<file path="config.mk">
export PLATFORM = sky130hd
export DESIGN_NAME = rgb_to_hsl_converter
export DESIGN_NICKNAME = d
export VERILOG_FILES = /design/src/rtl/r2h_pkg.sv /design/src/rtl/r2h_div.sv /design/src/rtl/rgb_to_hsl_converter.sv
export VERILOG_INCLUDE_DIRS = /design/src /design/src/rtl
export SDC_FILE = /design/constraint.sdc
export NUM_CORES = 1
export LEC_CHECK = 0
export BUFFER_PORTS_ARGS = -buffer_cell sky130_fd_sc_hd__buf_2
export CAP_MARGIN = 20
export CORE_AREA = 2 2 325 327
export CTS_BUF_LIST = sky130_fd_sc_hd__clkbuf_16
export DETAILED_ROUTE_END_ITERATION = 10
export DIE_AREA = 0 0 327 329
export REMOVE_ABC_BUFFERS = 1
export SLEW_MARGIN = 20
export SYNTH_ARGS = -nofsm -noshare
export SYNTH_HDL_FRONTEND = slang
export SYNTH_SLANG_ARGS = --single-unit
</file>
<file path="constraint.sdc">
create_clock -name clk -period 7.7 [get_ports clk]
set_input_delay 1.155 -clock clk [delete_from_list [all_inputs] [get_ports clk]]
set_output_delay 1.155 -clock clk [all_outputs]
set_load 0.005 [all_outputs]
</file>
<file path="src/rtl/rgb_to_hsl_converter_assert.svh">
// ----------------------------------------------------------------------------
// RGB to HSL converter assertion macros
// Concurrent assertion wrappers that compile away when SYNTH is defined.
// ----------------------------------------------------------------------------
`ifndef RGB_TO_HSL_CONVERTER_ASSERT_SVH
`define RGB_TO_HSL_CONVERTER_ASSERT_SVH

`ifndef SYNTH

// Same-cycle implication, checked while out of reset.
`define R2H_ASSERT_IMP(name, clk_i, rstn_i, ante, cons) \
	name: assert property (@(posedge clk_i) disable iff (!rstn_i) (ante) |-> (cons)) \
		else $error("rgb_to_hsl_converter: assertion failed");

// Next-cycle implication, checked while out of reset.
`define R2H_ASSERT_NXT(name, clk_i, rstn_i, ante, cons) \
	name: assert property (@(posedge clk_i) disable iff (!rstn_i) (ante) |=> (cons)) \
		else $error("rgb_to_hsl_converter: assertion failed");

`else

`define R2H_ASSERT_IMP(name, clk_i, rstn_i, ante, cons)
`define R2H_ASSERT_NXT(name, clk_i, rstn_i, ante, cons)

`endif

`endif

</file>
<file path="src/rtl/r2h_pkg.sv">
// ----------------------------------------------------------------------------
// RGB to HSL converter package
// Default sizes, saturation scale, sector codes and the divider depth.
// ----------------------------------------------------------------------------
package r2h_pkg;

	localparam int CHANNEL_BITS_DEF  = 8;
	localparam int HUE_FRAC_BITS_DEF = 10;
	localparam int SAT_FRAC_BITS     = 12;

	typedef enum logic [1:0] {
		SEC_RED,
		SEC_GREEN,
		SEC_BLUE
	} sector_t;

	// Both divisions run side by side, so the deeper one sets the step count.
	function automatic int r2h_steps(input int hue_frac);
		int sat_steps;
		int hue_steps;
		sat_steps = SAT_FRAC_BITS + 1;
		hue_steps = hue_frac + 1;
		return (sat_steps > hue_steps) ? sat_steps : hue_steps;
	endfunction

endpackage

</file>
<file path="src/rtl/r2h_div.sv">
// ----------------------------------------------------------------------------
// Pipelined restoring divider
// Computes floor(num*2^FRAC/den), num <= den, one quotient bit per non-pad stage.
// ----------------------------------------------------------------------------
module r2h_div #(
	parameter int W     = 8,
	parameter int FRAC  = 12,
	parameter int STEPS = 13
) (
	input  logic             clk,
	input  logic [STEPS-1:0] en,
	input  logic [W-1:0]     num,
	input  logic [W-1:0]     den,
	output logic [FRAC:0]    quo
);

	localparam int PAD = STEPS - FRAC - 1;

	logic [W-1:0] rem_s2 [STEPS];
	logic [W-1:0] den_s2 [STEPS];
	logic [FRAC:0] quo_s2 [STEPS];

	for (genvar k = 0; k < STEPS; k++) begin : g_step
		logic [W-1:0]  rem_in;
		logic [W-1:0]  den_in;
		logic [FRAC:0] quo_in;
		logic [W-1:0]  rem_n;
		logic [FRAC:0] quo_n;

		if (k == 0) begin : g_first
			assign rem_in = num;
			assign den_in = den;
			assign quo_in = '0;
		end else begin : g_next
			assign rem_in = rem_s2[k-1];
			assign den_in = den_s2[k-1];
			assign quo_in = quo_s2[k-1];
		end

		if (k < PAD) begin : g_pad
			assign rem_n = rem_in;
			assign quo_n = quo_in;
		end else begin : g_bit
			logic [W:0] trial;
			logic       ge;

			// The integer step compares the remainder as is, later steps shift it first.
			if (k == PAD) begin : g_int
				assign trial = {1'b0, rem_in};
			end else begin : g_frac
				assign trial = {rem_in, 1'b0};
			end
			assign ge    = (trial >= {1'b0, den_in});
			assign rem_n = ge ? W'(trial - {1'b0, den_in}) : trial[W-1:0];
			assign quo_n = {quo_in[FRAC-1:0], ge};
		end

		always_ff @(posedge clk) begin
			if (en[k]) begin
				rem_s2[k] <= rem_n;
				den_s2[k] <= den_in;
				quo_s2[k] <= quo_n;
			end
		end
	end

	assign quo = quo_s2[STEPS-1];

endmodule

</file>
<file path="src/rtl/rgb_to_hsl_converter.sv">
// ----------------------------------------------------------------------------
// RGB to HSL converter
// Converts one RGB pixel per cycle, while the receiver does not stall, into
// fixed-point hue, saturation and lightness through a fully pipelined datapath.
// ----------------------------------------------------------------------------
// The slave side takes one pixel per item on s_tdata (red, green, blue from
// the lowest bit up). The master side returns one result per item on
// m_tdata (hue, saturation, lightness_sum from the lowest bit up).
// The datapath has one stage for the channel maximum, minimum and
// differences, one stage per step of the two restoring dividers, which run
// side by side so that the deeper division sets the step count, and one
// output stage for the sector offset and clamping.
// Throughput is one item per cycle while the receiver accepts; the divider
// stages set the depth, not the rate.
// Reset clears all valid bits; no item is in flight afterwards.
// When the receiver stalls, each stage holds only while the one after it is
// full, so bubbles close up and s_tready drops only when the whole pipeline
// is occupied. Items are never dropped or repeated.
// ----------------------------------------------------------------------------
`include "rgb_to_hsl_converter_assert.svh"

module rgb_to_hsl_converter import r2h_pkg::*; #(
	parameter int CHANNEL_BITS  = CHANNEL_BITS_DEF,
	parameter int HUE_FRAC_BITS = HUE_FRAC_BITS_DEF,
	localparam int IN_W  = ((3 * CHANNEL_BITS + 7) / 8) * 8,
	localparam int OUT_W = ((HUE_FRAC_BITS + 3 + SAT_FRAC_BITS + CHANNEL_BITS + 1 + 7) / 8) * 8
) (
	input  logic             clk,
	input  logic             arst_n,
	input  logic             s_tvalid,
	output logic             s_tready,
	input  logic [IN_W-1:0]  s_tdata,  // red, green, blue
	output logic             m_tvalid,
	input  logic             m_tready,
	output logic [OUT_W-1:0] m_tdata   // hue, saturation, lightness_sum
);

	localparam int CB    = CHANNEL_BITS;
	localparam int HB    = HUE_FRAC_BITS + 3;
	localparam int HS    = HUE_FRAC_BITS + 4;
	localparam int STEPS = r2h_steps(HUE_FRAC_BITS);
	localparam int FULL  = (1 << CB) - 1;
	localparam int UNIT  = 1 << HUE_FRAC_BITS;

	typedef struct packed {
		logic        zero;
		logic        neg;
		sector_t     sector;
		logic [CB:0] sum;
	} side_t;

	logic [CB-1:0] red;
	logic [CB-1:0] green;
	logic [CB-1:0] blue;
	logic [CB-1:0] mx;
	logic [CB-1:0] mn;
	logic [CB:0]   sum_n;
	logic [CB-1:0] denom_n;
	logic [CB:0]   diff_n;
	logic [CB-1:0] anum_n;
	side_t         side_n;

	logic          en_s1;
	logic          v_s1;
	logic [CB-1:0] d_s1;
	logic [CB-1:0] den_s1;
	logic [CB-1:0] anum_s1;
	side_t         side_s1;

	logic [STEPS-1:0] en_s2;
	logic             v_s2 [STEPS];
	side_t            side_s2 [STEPS];

	logic [SAT_FRAC_BITS:0] quo_sat;
	logic [HUE_FRAC_BITS:0] quo_hue;

	logic                     en_s3;
	logic                     v_s3;
	logic [HB-1:0]            hue_s3;
	logic [SAT_FRAC_BITS-1:0] sat_s3;
	logic [CB:0]              lit_s3;

	side_t                    side_last;
	logic [HS-1:0]            off;
	logic [HS-1:0]            hue_w;
	logic [HS-1:0]            hue_adj;
	logic [HB-1:0]            hue_n;
	logic [SAT_FRAC_BITS-1:0] sat_n;

	// Stage 1: extremes, lightness, denominators and hue numerator.
	assign red   = s_tdata[CB-1:0];
	assign green = s_tdata[2*CB-1:CB];
	assign blue  = s_tdata[3*CB-1:2*CB];

	always_comb begin
		mx = red;
		if (green > mx) begin
			mx = green;
		end
		if (blue > mx) begin
			mx = blue;
		end
		mn = red;
		if (green < mn) begin
			mn = green;
		end
		if (blue < mn) begin
			mn = blue;
		end
		sum_n = {1'b0, mx} + {1'b0, mn};
		if (sum_n <= (CB+1)'(FULL)) begin
			denom_n = sum_n[CB-1:0];
		end else begin
			denom_n = CB'((CB+1)'(2 * FULL) - sum_n);
		end
		side_n.sum  = sum_n;
		side_n.zero = (mx == mn);
		priority if (mx == red) begin
			side_n.sector = SEC_RED;
			diff_n        = {1'b0, green} - {1'b0, blue};
		end else if (mx == green) begin
			side_n.sector = SEC_GREEN;
			diff_n        = {1'b0, blue} - {1'b0, red};
		end else begin
			side_n.sector = SEC_BLUE;
			diff_n        = {1'b0, red} - {1'b0, green};
		end
		side_n.neg = diff_n[CB];
		anum_n     = diff_n[CB] ? CB'(-diff_n) : diff_n[CB-1:0];
	end

	always_ff @(posedge clk or negedge arst_n) begin
		if (!arst_n) begin
			v_s1 <= 1'b0;
		end else if (en_s1) begin
			v_s1 <= s_tvalid;
		end
	end

	always_ff @(posedge clk) begin
		if (en_s1) begin
			d_s1    <= mx - mn;
			den_s1  <= denom_n;
			anum_s1 <= anum_n;
			side_s1 <= side_n;
		end
	end

	// Stage 2: both quotients, one bit per step after any padding steps.
	r2h_div #(
		.W     (CB),
		.FRAC  (SAT_FRAC_BITS),
		.STEPS (STEPS)
	) u_sat_div (
		.clk (clk),
		.en  (en_s2),
		.num (d_s1),
		.den (den_s1),
		.quo (quo_sat)
	);

	r2h_div #(
		.W     (CB),
		.FRAC  (HUE_FRAC_BITS),
		.STEPS (STEPS)
	) u_hue_div (
		.clk (clk),
		.en  (en_s2),
		.num (anum_s1),
		.den (d_s1),
		.quo (quo_hue)
	);

	for (genvar k = 0; k < STEPS; k++) begin : g_side
		logic  v_in;
		side_t side_in;

		if (k == 0) begin : g_first
			assign v_in    = v_s1;
			assign side_in = side_s1;
		end else begin : g_next
			assign v_in    = v_s2[k-1];
			assign side_in = side_s2[k-1];
		end

		if (k == STEPS - 1) begin : g_last
			assign en_s2[k] = !v_s2[k] || en_s3;
		end else begin : g_mid
			assign en_s2[k] = !v_s2[k] || en_s2[k+1];
		end

		always_ff @(posedge clk or negedge arst_n) begin
			if (!arst_n) begin
				v_s2[k] <= 1'b0;
			end else if (en_s2[k]) begin
				v_s2[k] <= v_in;
			end
		end

		always_ff @(posedge clk) begin
			if (en_s2[k]) begin
				side_s2[k] <= side_in;
			end
		end
	end

	assign en_s1    = !v_s1 || en_s2[0];
	assign s_tready = en_s1;

	// Stage 3: sector offset, wrap and clamping.
	assign side_last = side_s2[STEPS-1];

	always_comb begin
		unique case (side_last.sector)
			SEC_RED:   off = '0;
			SEC_GREEN: off = HS'(2 * UNIT);
			SEC_BLUE:  off = HS'(4 * UNIT);
			default:   off = '0;
		endcase
		if (side_last.neg) begin
			hue_w = off - HS'(quo_hue);
		end else begin
			hue_w = off + HS'(quo_hue);
		end
		if (hue_w[HS-1]) begin
			hue_adj = hue_w + HS'(6 * UNIT);
		end else begin
			hue_adj = hue_w;
		end
		if (side_last.zero) begin
			hue_n = '0;
			sat_n = '0;
		end else begin
			hue_n = hue_adj[HB-1:0];
			sat_n = quo_sat[SAT_FRAC_BITS] ? '1 : quo_sat[SAT_FRAC_BITS-1:0];
		end
	end

	assign en_s3 = !v_s3 || m_tready;

	always_ff @(posedge clk or negedge arst_n) begin
		if (!arst_n) begin
			v_s3 <= 1'b0;
		end else if (en_s3) begin
			v_s3 <= v_s2[STEPS-1];
		end
	end

	always_ff @(posedge clk) begin
		if (en_s3) begin
			hue_s3 <= hue_n;
			sat_s3 <= sat_n;
			lit_s3 <= side_last.sum;
		end
	end

	assign m_tvalid = v_s3;
	assign m_tdata  = OUT_W'({lit_s3, sat_s3, hue_s3});

	`R2H_ASSERT_IMP(a_grey_hue_zero, clk, arst_n, v_s3 && (sat_s3 == '0), hue_s3 == '0)
	`R2H_ASSERT_IMP(a_hue_in_range, clk, arst_n, v_s3, hue_s3 < HB'(6 * UNIT))
	`R2H_ASSERT_NXT(a_accept_lands, clk, arst_n, s_tvalid && s_tready, v_s1)
	`R2H_ASSERT_IMP(a_stall_only_full, clk, arst_n, !s_tready, v_s1 && v_s2[0])

endmodule

</file>
==> summary.md <==
| Metric | Value |
|---|---|
| Area share of the largest cell type after synthesis | 0.626 |
| Die Y | 329 um |
| Crit path max-delay family | compound AO/OA/AOI/OAI gates |
| Placed cells | 4173 |
| VDD IR max | 0.236 mV |
| Commonest non-fill, non-tap cell in the layout | edfxtp_1 |
| CP cell instances | buf_2, inv_1, ha_1, nor2b_1, o311ai_2, nand2_1, buf_4, a21oi_1, ha_1, a21o_1, a21oi_1, o21ai_1, a311oi_2, o41ai_1, o2111ai_1, nand4_1, nor4b_4, mux2_2, mux2i_1, inv_1, ha_1, a31oi_1, xnor2_1 |
| Drt total wl | between 60000 and 70000 um |
| Setup TNS | 0 ps |
| Clk buf depth | 3 |
| Initial DRC Count | 776 |
| Drt first pass iters | 7 |
| Average cell area after synthesis | 13.2 sq um |
| Combinational share of power | 0.363 |
| Post-synthesis cell count | 2736 |
| Yosys reg bits | 770 |
| Register share of total power | 0.441 |
| CP Buf/Inv Count | 4 |
| Max-cap violations | 0 |
| First-pass GRT wire length | 101000 um |
| Synthesis Warnings | 0 |
| Hold WC Path Type | reg2reg |
| CTS tree | done |
| DR DRC count | 0 |
| Sink Count | 770 |
| Synth-to-Final Area Change | 13.1% |
| Worst path slowest cell | a311oi_2 |
| Avg Vias per Cell | 4.62 |
| Leakage | about 17 nW |
| # Post-CTS Setup Buffers | 0 |
| Final Skew | 31.9 ps |
| Clock-pin slew on the worst setup and hold paths | roughly 60 ps |
| Ant. Diodes | 0 |
| Initial Util | 0.347 |
| Clock Power Share | 0.195 |
| # IOs | 70 |
| Port Buffers | 63 |
| Period utilization | 0.894 |
| Slew margin rel. | 0.361 |
| Yosys top cell by area | edfxtp_1 |
| Pins Over Slew Limit | 0 |
| Synth area leaders | edfxtp_1 63%, ha_1 8.6%, inv_1 3.1% |
| CP peak stage delay | 700 ps |
| Switch Pwr | 6.39 mW |
| Arrival time at the worst endpoint | approximately 7200 ps |
| Non-filler cells, final | around 4300 |
| Htree depth | 3 |
| CP Capture Type | register |
| Num rows | 119 |
| HP Start | side_s2[0][37]$_DFFE_PP_ |
| Core area | 104000 sq um |
| WL per Instance | 14.1 um |
| Hold buffers post-CTS | 0 |
| EDFF count, synth | 755 |
| Tmin final | 6880 ps |
| Mapped Area | 36200 sq um |
| CTS Buf Count | 80 |
| Clk root buf | clkbuf_16 |
| Critical path class | in2reg |
| Status | completed |
| FFs w/ async S/R, synth | 0.0195 |
| Via Count | 19974 |
| Die ar. | 108000 sq um |
| RSZ-0062 raised after global routing | false |
| Routability cong. | 0.853 |
| Post-route ant nets | 0 |
| Fraction of layout cells with a size suffix above 1 | 0.0863 |
| Post-cts sizing count | 0 |
| Maximum fanout along the worst path | 21 |
| Internal power | about 13 mW |
| GRT Residual Overflow | 0 |
| Most frequent cells in the layout | 755 x edfxtp_1, 313 x inv_1, 249 x ha_1 |
| Crit path from | s_tdata[9] |
| Chip width | 327 um |
| Critical Path Most Common Cell | ha_1 |
| Final setup fails | 0 |
| Primary FF master, synth | edfxtp_1 |
| Antenna violations before repair | 2 |
| Largest net degree at the start of global routing | 67 |
| Setup crit start kind | primary input |
| GR Util All Layers | 0.116 |
| Endpoints failing hold | 0 |
| Switching share of power | 0.334 |
| Least-Margin Pin Slew | 957 ps |
| Synth cell types | between 60 and 70 |
| Sequential share of the synthesized area | 0.637 |
| Clock latency on the worst-skew pair | 630 ps |
| Power density of the placed cells | 468 nW/um^2 |
| Vias in the first global route | 20625 |
| Layout Nets | 3169 |
| Worst r2r src | m_tvalid$_DFFE_PN0P_ |
| Max Fclk | about 0.15 GHz |
| DPL Wire Length | 46100 um |
| Data required time of the critical path | 8040 ps |
[registers in the layout (all words and copies together), names as in the netlist, 8 cells and up]
register	count
sat_s3	12
u_hue_div.den_s2	96
u_sat_div.quo_s2	91
side_s2	157
hue_s3	13
g_side.v_in	13
lit_s3	9
u_hue_div.rem_s2	96
den_s1	8
u_sat_div.rem_s2	96
g_side.side_in	12
anum_s1	8
u_hue_div.quo_s2	66
u_sat_div.den_s2	84
[worst paths after layout]
kind	endpoint	slack, ps	depth (start not counted)
setup / recovery	anum_s1[6]$_DFFE_PP_	820	23
max in group asynchronous	g_side[9].v_in$_DFFE_PN0P_	7000	1
hold reg to reg	side_s2[0][50]$_DFFE_PP_	390	0
hold / removal	side_s2[0][50]$_DFFE_PP_	390	0
min in group asynchronous	g_side[8].v_in$_DFFE_PN0P_	440	1
setup reg to reg	u_hue_div.rem_s2[0][2]$_DFFE_PP_	3750	11
[metal layers]
metal	up-vias	routed length [um]	GRT usage
li1	10122	-	-
met1	9451	24400	0.127
met2	267	32200	0.217
met3	130	2140	0.0202
met4	4	2410	0.0523
met5	-	23	0
[area by class of cell]
| cell class | instances | area [sq um] |
|---|---|---|
| multi-input combinational | 1621 | 11800 |
| clock buffer | 82 | 2050 |
| inverter | 302 | 1130 |
| tap | 1391 | 1740 |
| fill | 9732 | 63400 |
| clock inverter | 66 | 573 |
| sequential | 770 | 23000 |
| timing repair buffer | 90 | 531 |
[cell usage after synthesis (15+ instances only)]
master and count:
o21ai_0 203, dfrtp_1 15, or4_1 23, xor2_1 65, inv_1 302, mux2i_1 20
fa_1 27, nor2b_1 60, mux2_2 18, nor2_1 193, nand3_1 28, o21bai_1 16
ha_1 249, o31ai_1 41, xnor2_1 80, nand2_1 152, nand4_1 27, and2_1 45
edfxtp_1 755, nand2b_1 65, o211a_1 22, a21oi_1 102, a21o_1 81, clkbuf_1 37
[power by group through the flow]
stage               combinational [mW]  clock [mW]  sequential, mW
floorplan                         5.45           0            8.16
global placement                  6.90           0            8.52
detailed placement                7.02           0            8.58
CTS                               7.07        3.87            8.50
global route                      8.10        4.03            8.70
finish                            6.96        3.74            8.46
[cells by family after synthesis]
logic type / count (synthesis) / synth area share
DFF: 770 / 0.637
AOI/OAI and AO/OA: 526 / 0.0914
other: 1 / 0.000104
adders and majority gates: 276 / 0.101
and+or+nand+nor: 626 / 0.0853
buffers and inverters: 350 / 0.0374
muxes: 42 / 0.0128
xor gates and xnor gates: 145 / 0.0351
[stage by stage]
stage | cell area, sq um | hold slack, ps | util | total power, mW | setup WS (ps)
after floorplan | 36000 | 400 | - | 13.6 | 161
after global placement | 38300 | 401 | 0.367 | 15.4 | 299
after detailed placement | 38300 | 405 | 0.367 | 15.6 | 264
after CTS | 40900 | 397 | 0.392 | 19.4 | 914
after global routing | 40900 | 408 | 0.392 | 20.8 | 364
final | 40900 | 391 | 0.392 | 19.2 | 819
(Power assumes the default switching activity.)
